## src/rtl/core/nrd_pkg.sv

```systemverilog
// Shared types and constants for the 96-bit non-restoring divider.
// No dependencies; used by every module in rtl/core.
package nrd_pkg;

   // Width of the split operand fields as they appear on the ports
   localparam int unsigned FIELD_LOW_BITS  = 64;
   localparam int unsigned FIELD_HIGH_BITS = 32;
   localparam int unsigned FIELD_BITS      = FIELD_LOW_BITS + FIELD_HIGH_BITS;

   // Per-cycle command to the row of cells
   typedef struct packed {
      logic load;  // capture a new beat
      logic step;  // shift and add/subtract
      logic fix;   // final add-back of the divisor
   } cell_op_type;

endpackage

```

## src/rtl/core/nrd_cell.sv

```systemverilog
// One bit slice of the divider: a partial remainder bit, a quotient bit
// and a divisor bit, with a full adder. Depends on nrd_pkg.
module nrd_cell (
   input  logic                clock,
   input  nrd_pkg::cell_op_type op,
   input  logic                subtract,
   input  logic                p_shift_in,
   input  logic                a_shift_in,
   input  logic                carry_in,
   input  logic                p_load,
   input  logic                a_load,
   input  logic                d_load,
   output logic                p_out,
   output logic                a_out,
   output logic                sum_out,
   output logic                carry_out
);

   logic p_ff, p_in;
   logic a_ff, a_in;
   logic d_ff, d_in;
   logic x, y;

   // step uses the remainder shifted left; fix adds in place
   assign x         = op.fix ? p_ff : p_shift_in;
   assign y         = op.fix ? d_ff : (d_ff ^ subtract);
   assign sum_out   = x ^ y ^ carry_in;
   assign carry_out = (x & y) | (x & carry_in) | (y & carry_in);

   always_comb begin
      p_in = p_ff;
      a_in = a_ff;
      d_in = d_ff;
      if (op.load) begin
         p_in = p_load;
         a_in = a_load;
         d_in = d_load;
      end else if (op.step) begin
         p_in = sum_out;
         a_in = a_shift_in;
      end else if (op.fix) begin
         p_in = sum_out;
      end
   end

   always_ff @(posedge clock) begin
      p_ff <= p_in;
      a_ff <= a_in;
      d_ff <= d_in;
   end

   assign p_out = p_ff;
   assign a_out = a_ff;

endmodule

```

## src/rtl/core/nrd_ctrl.sv

```systemverilog
// Sequencer for the divider: load, one step per quotient bit, add-back,
// result beat. Depends on nrd_pkg.
module nrd_ctrl #(
   parameter int unsigned OPERAND_WIDTH = 96
) (
   input  logic                 clock,
   input  logic                 reset,
   input  logic                 start,
   output logic                 busy,
   output logic                 done,
   output nrd_pkg::cell_op_type op
);

   localparam int unsigned CNT_BITS = $clog2(OPERAND_WIDTH);

   localparam logic [1:0] ST_IDLE = 2'd0;
   localparam logic [1:0] ST_RUN  = 2'd1;
   localparam logic [1:0] ST_FIX  = 2'd2;
   localparam logic [1:0] ST_DONE = 2'd3;

   logic [1:0]          state_ff, state_in;
   logic [CNT_BITS-1:0] count_ff, count_in;

   always_comb begin
      state_in = state_ff;
      count_in = count_ff;
      case (state_ff)
         ST_IDLE: begin
            if (start) begin
               state_in = ST_RUN;
               count_in = CNT_BITS'(OPERAND_WIDTH - 1);
            end
         end
         ST_RUN: begin
            if (count_ff == '0) begin
               state_in = ST_FIX;
            end else begin
               count_in = count_ff - 1'b1;
            end
         end
         ST_FIX:  state_in = ST_DONE;
         ST_DONE: state_in = ST_IDLE;
         default: state_in = ST_IDLE;
      endcase
   end

   always_ff @(posedge clock) begin
      if (reset) begin
         state_ff <= ST_IDLE;
         count_ff <= '0;
      end else begin
         state_ff <= state_in;
         count_ff <= count_in;
      end
   end

   assign busy    = (state_ff != ST_IDLE);
   assign done    = (state_ff == ST_DONE);
   assign op.load = start && (state_ff == ST_IDLE);
   assign op.step = (state_ff == ST_RUN);
   assign op.fix  = (state_ff == ST_FIX);

endmodule

```

## src/rtl/core/nonrestoring_divider_96.sv

```systemverilog
// Unsigned non-restoring divider over a row of OPERAND_WIDTH+1 bit cells.
// From accepted req beat to rsp strobe: load on the accepting edge, one
// add/subtract step per quotient bit through the cell row's ripple carry,
// an add-back state that adds the divisor back only if the remainder is negative, then the strobe.
// A new beat is taken only once the sequencer is idle again; busy spans the strobe.
// Reset (synchronous) returns the sequencer to idle; the receiver cannot stall.
module nonrestoring_divider_96 #(
   parameter int unsigned OPERAND_WIDTH = 96
) (
   input  logic        clock,
   input  logic        reset,
   input  logic        start,
   output logic        busy,
   input  logic [63:0] req_dividend_low,
   input  logic [31:0] req_dividend_high,
   input  logic [63:0] req_divisor_low,
   input  logic [31:0] req_divisor_high,
   output logic        rsp_valid,
   output logic [63:0] rsp_quotient_low,
   output logic [31:0] rsp_quotient_high,
   output logic [63:0] rsp_remainder_low,
   output logic [31:0] rsp_remainder_high,
   output logic        rsp_divide_by_zero
);

   localparam int unsigned W  = OPERAND_WIDTH;
   localparam int unsigned FB = nrd_pkg::FIELD_BITS;
   localparam int unsigned LB = nrd_pkg::FIELD_LOW_BITS;

   nrd_pkg::cell_op_type ctrl_op;
   nrd_pkg::cell_op_type cell_op;

   logic [FB-1:0] dividend_field, divisor_field;
   logic [W-1:0]  dividend_op, divisor_op;
   logic [W-1:0]  quotient_op, remainder_op;
   logic [FB-1:0] quotient_field, remainder_field;

   // Cell row: bit W of the partial remainder is the extra sign bit
   logic [W:0]    p_bit, a_bit, sum_bit;
   logic [W+1:0]  carry;
   logic          sign, subtract;

   logic dbz_ff, dbz_in;

   assign dividend_field = {req_dividend_high, req_dividend_low};
   assign divisor_field  = {req_divisor_high, req_divisor_low};

   // Cut or zero-extend the port fields to the operand width
   generate
      if (W <= FB) begin : g_in_narrow
         assign dividend_op = dividend_field[W-1:0];
         assign divisor_op  = divisor_field[W-1:0];
      end else begin : g_in_wide
         assign dividend_op = {{(W-FB){1'b0}}, dividend_field};
         assign divisor_op  = {{(W-FB){1'b0}}, divisor_field};
      end
   endgenerate

   nrd_ctrl #(
      .OPERAND_WIDTH(W)
   ) u_ctrl (
      .clock(clock),
      .reset(reset),
      .start(start),
      .busy (busy),
      .done (rsp_valid),
      .op   (ctrl_op)
   );

   // Sign of the partial remainder picks subtract or add; add-back only
   // when the final remainder is negative
   assign sign     = p_bit[W];
   assign subtract = ~sign;
   assign cell_op  = '{load: ctrl_op.load,
                       step: ctrl_op.step,
                       fix:  ctrl_op.fix & sign};
   assign carry[0] = ctrl_op.step & subtract;

   generate
      for (genvar i = 0; i <= W; i++) begin : g_cell
         logic p_shift, a_shift, p_ld, a_ld, d_ld;
         if (i == 0) begin : g_lsb
            // dividend's top bit shifts into the remainder, new quotient
            // bit is the inverted sign of the step result
            assign p_shift = a_bit[W-1];
            assign a_shift = ~sum_bit[W];
         end else begin : g_mid
            assign p_shift = p_bit[i-1];
            assign a_shift = (i < W) ? a_bit[i-1] : 1'b0;
         end
         if (i < W) begin : g_data
            assign a_ld = dividend_op[i];
            assign d_ld = divisor_op[i];
         end else begin : g_sign
            assign a_ld = 1'b0;
            assign d_ld = 1'b0;
         end
         assign p_ld = 1'b0;

         nrd_cell u_cell (
            .clock     (clock),
            .op        (cell_op),
            .subtract  (subtract),
            .p_shift_in(p_shift),
            .a_shift_in(a_shift),
            .carry_in  (carry[i]),
            .p_load    (p_ld),
            .a_load    (a_ld),
            .d_load    (d_ld),
            .p_out     (p_bit[i]),
            .a_out     (a_bit[i]),
            .sum_out   (sum_bit[i]),
            .carry_out (carry[i+1])
         );
      end
   endgenerate

   // Zero divisor flag, captured with the beat
   assign dbz_in = ctrl_op.load ? ~|divisor_op : dbz_ff;

   always_ff @(posedge clock) begin
      dbz_ff <= dbz_in;
   end

   // A zero divisor leaves the dividend in the remainder; quotient forced
   assign quotient_op  = dbz_ff ? '0 : a_bit[W-1:0];
   assign remainder_op = p_bit[W-1:0];

   generate
      if (W >= FB) begin : g_out_wide
         assign quotient_field  = quotient_op[FB-1:0];
         assign remainder_field = remainder_op[FB-1:0];
      end else begin : g_out_narrow
         assign quotient_field  = {{(FB-W){1'b0}}, quotient_op};
         assign remainder_field = {{(FB-W){1'b0}}, remainder_op};
      end
   endgenerate

   assign rsp_quotient_low   = quotient_field[LB-1:0];
   assign rsp_quotient_high  = quotient_field[FB-1:LB];
   assign rsp_remainder_low  = remainder_field[LB-1:0];
   assign rsp_remainder_high = remainder_field[FB-1:LB];
   assign rsp_divide_by_zero = dbz_ff;

   // A result beat only ever comes out of a busy block
   a_rsp_busy: assert property (@(posedge clock) disable iff (reset)
      rsp_valid |-> busy)
      else $error("rsp beat while idle");

   // Each result is a single-cycle strobe
   a_rsp_single: assert property (@(posedge clock) disable iff (reset)
      rsp_valid |=> !rsp_valid)
      else $error("rsp strobe longer than one cycle");

   // An accepted beat makes the block busy in the next cycle
   a_accept_busy: assert property (@(posedge clock) disable iff (reset)
      (start && !busy) |=> busy)
      else $error("accepted beat did not start the sequence");

   // Division by zero returns a zero quotient
   a_dbz_quot: assert property (@(posedge clock) disable iff (reset)
      (rsp_valid && rsp_divide_by_zero) |->
         (rsp_quotient_low == '0 && rsp_quotient_high == '0))
      else $error("non-zero quotient on division by zero");

endmodule

```

## config.mk

```make
export PLATFORM = sky130hd
export DESIGN_NAME = nonrestoring_divider_96
export DESIGN_NICKNAME = d
export VERILOG_FILES = /design/src/rtl/core/nrd_pkg.sv /design/src/rtl/core/nrd_cell.sv /design/src/rtl/core/nrd_ctrl.sv /design/src/rtl/core/nonrestoring_divider_96.sv
export SDC_FILE = /design/constraint.sdc
export NUM_CORES = 1
export LEC_CHECK = 0
export CORE_MARGIN = 2
export CORE_UTILIZATION = 45
export DETAILED_ROUTE_END_ITERATION = 7
export DONT_BUFFER_PORTS = 1
export PLACE_DENSITY = 0.71
export SYNTH_ARGS = -nofsm -noshare
export SYNTH_HDL_FRONTEND = slang
export SYNTH_SLANG_ARGS = --single-unit
```

## constraint.sdc

```tcl
create_clock -name clock -period 101.5 [get_ports clock]
set_input_delay 10.15 -clock clock [delete_from_list [all_inputs] [get_ports clock]]
set_output_delay 10.15 -clock clock [all_outputs]
set_load 0.1 [all_outputs]
```

==> impl_metrics.json <==
{
  "layout_common_cells": "nand2_1 (196), edfxtp_1 (193), mux2_2 (175)",
  "finalHoldViolCount": 0,
  "route.met2.wl_mm": 19.5,
  "die_h_um": 195,
  "route.antenna.remaining_nets": 0,
  "slowest_delay_ns": 0.58,
  "rsz0062_at_grt": "false",
  "grt_pass1_wl_mm": 58.4,
  "port_buffers": 0,
  "drt-initial-drc-count": 415,
  "crit_required_ns": 101.94,
  "dp.final_hpwl_mm": 28.1,
  "start_util_pct": 45.3,
  "clkSinkCount": 299,
  "clk_path_buf_depth": 3,
  "drv_slew": 0,
  "route.detailed.drc": 0,
  "grt_overflow": 0,
  "cap_violations": 0,
  "clk_pin_slew_ns": 0.06,
  "cts-root-buf": "clkbuf_16",
  "cts_htree_levels": 2,
  "synthFlopType": "edfxtp_1",
  "postSynthCellCount": 1344,
  "dieArea_um2": 38100,
  "max_slew_margin_pct": 19.8,
  "yosys.area_share.simple_pct": 10.4,
  "synth_fa_ha_area_share_pct": 12.1,
  "setup_ws_ns": 55.62,
  "numCtsBuffers": 35,
  "die_x_um": 195,
  "crit_path_end_kind": "flip-flop",
  "via_per_inst": 5.41,
  "final_common_cell": "nand2_1",
  "syn_avg_cell_area_um2": 12.2,
  "coreArea_um2": 36300,
  "arrival_ns": 46.32,
  "status": "complete, no violations",
  "path_delay_family": "adder cells",
  "post_drt_wl_per_cell_um": 22.7,
  "hp-class": "reg2reg",
  "critPathMaxFanout": 56,
  "timing.fmax_mhz": 21.8,
  "cts_setup_buffers": 0,
  "synth_top_family_by_area": "multiplexers",
  "path_buf_inv": 2,
  "syn-cell-area_um2": 16500,
  "fin_worst_skew_ns": 0.0156,
  "finalSetupViolCount": 0,
  "wl_met3_mm": 4.21,
  "async_flop_share_pct": 0,
  "fill_cells": 3164,
  "fin_crit_sh_pct": 45.2,
  "synth_seq_cells": 299,
  "worstSetupPathType": "reg2reg",
  "synthDistinctLibCells": 48,
  "postRouteWirelength_mm": 39.0,
  "post-route-min-period_ns": 45.88,
  "area_delta_synth_final_pct": 6.55,
  "synth_compound_area_share_pct": 4.17,
  "cts_resized": 0,
  "num_io_pins": 390,
  "cp_common_cell": "fa_1",
  "layout-drive-gt1-share_pct": 28.2,
  "grt_start_max_net_pins": 153,
  "rows": 70,
  "dr.pass1.iters": 5,
  "dp_slack_ns": 55.38,
  "synth_xor_area_share_pct": 5.16,
  "clk-insertion-delay-late_ns": 0.53,
  "tightest_slew_ns": 1.20,
  "synth_warnings": 0,
  "fin_setup_tns_ns": 0,
  "synth_mux_area_share_pct": 13.2,
  "antenna_found_initial": 2,
  "ys_seq_area_share_pct": 48.1,
  "grt_pass1_vias": 9547,
  "vias": 9311,
  "synth_fp_nets": 1641,
  "cp-start-kind": "flip-flop",
  "cts_tree": "built",
  "highest_layer": "met4",
  "track_usage_pct": 20.2,
  "wl_met1_mm": 14.0,
  "cpMaxStageDelayCell": "buf_4",
  "cts_hold_buf": 0,
  "final_nets": 1522,
  "gp_congestion": 0.856,
  "synth-edff-count": 193
}
## registers in the layout, summed over array words and instances (netlist names)
| register | count |
|---|---|
| rsp_divide_by_zero | 1 |
| g_cell.u_cell.d_ff | 96 |
| g_cell.u_cell.a_out | 96 |
| g_cell.u_cell.p_out | 97 |
| u_ctrl.state_ff | 2 |
| u_ctrl.count_ff | 7 |
## worst reg2reg max path: cells and delay by family (launching register included)
family | cells | cell delay [ns]
muxes | 1 | 0.45
AOI/OAI and AO/OA | 2 | 0.34
adders and majority gates | 95 | 43.58
buffers and inverters | 2 | 0.67
DFF | 1 | 0.36
and+or+nand+nor | 3 | 0.40
## kinds of logic after synthesis
| family | after synthesis |
|---|---|
| buf+inv | 180 |
| compound gates | 120 |
| xor+xnor | 97 |
| fa+ha+maj | 102 |
| simple gates | 353 |
| mux | 193 |
| flops | 299 |
## per-stage QoR
step | instances | util, % | instance area [um2] | hold slack [ns]
after floorplan | 1344 | - | 16500 | 0.447
after global placement | 1656 | 45.0 | 16300 | 0.468
after detailed placement | 1656 | 45.0 | 16300 | 0.486
after CTS | 1718 | 48.2 | 17500 | 0.496
after global routing | 1720 | 48.2 | 17500 | 0.524
final | 1720 | 48.2 | 17500 | 0.491
## layer usage
layer / GRT usage [%] / up-vias
met5: 0 / -
met2: 34.6 / 379
li1: - / 4305
met3: 8.53 / 66
met4: 8.11 / 0
met1: 22.2 / 4561
## worst paths after layout
check	depth (start not counted)	start	slack [ns]	endpoint
setup / recovery	103	u_ctrl.state_ff[0]$_SDFFE_PP0P_	55.62	g_cell[96].u_cell.p_out$_SDFFE_PP0P_
hold / removal	1	u_ctrl.count_ff[0]$_SDFFE_PP0P_	0.49	u_ctrl.count_ff[0]$_SDFFE_PP0P_
setup reg to reg	103	u_ctrl.state_ff[0]$_SDFFE_PP0P_	55.62	g_cell[96].u_cell.p_out$_SDFFE_PP0P_
hold reg to reg	1	u_ctrl.count_ff[0]$_SDFFE_PP0P_	0.49	u_ctrl.count_ff[0]$_SDFFE_PP0P_
## synth_stat cells, types with 2 or more instances
master / number / area, um2
xor2_1: 3 / 26.3
fa_1: 96 / 1920
nand4_1: 6 / 37.5
or2_2: 2 / 12.5
nand3_1: 2 / 10.0
mux2_1: 14 / 158
o21ai_0: 3 / 15.0
inv_1: 7 / 26.3
nor4_1: 25 / 156
nand2b_1: 3 / 18.8
buf_6: 2 / 22.5
nor2b_1: 98 / 613
ha_1: 6 / 75.1
mux2_2: 175 / 1970
buf_4: 101 / 758
a311oi_1: 3 / 26.3
a21oi_1: 97 / 485
clkbuf_1: 25 / 93.8
mux2i_1: 4 / 40.0
buf_2: 43 / 215
edfxtp_1: 193 / 5800
dfxtp_1: 106 / 2120
nand2_1: 197 / 739
nor3_1: 2 / 10.0
a211oi_1: 5 / 37.5
nor2_1: 10 / 37.5
xnor2_1: 94 / 823
a22o_1: 2 / 17.5
## final cells by class
type,count,area [um2],share of cell area [%]
clock buffer,49,1030,5.89
multi-input combinational,865,7680,43.8
tap,468,586,3.34
sequential,299,7920,45.2
antenna,2,5.00,0.0285
clock inverter,13,148,0.842
timing repair buffer,16,133,0.756
inverter,8,30.0,0.171
Power is not shown: default switching activity piles up to over one toggle a cycle in this logic, so the estimate is an artifact.
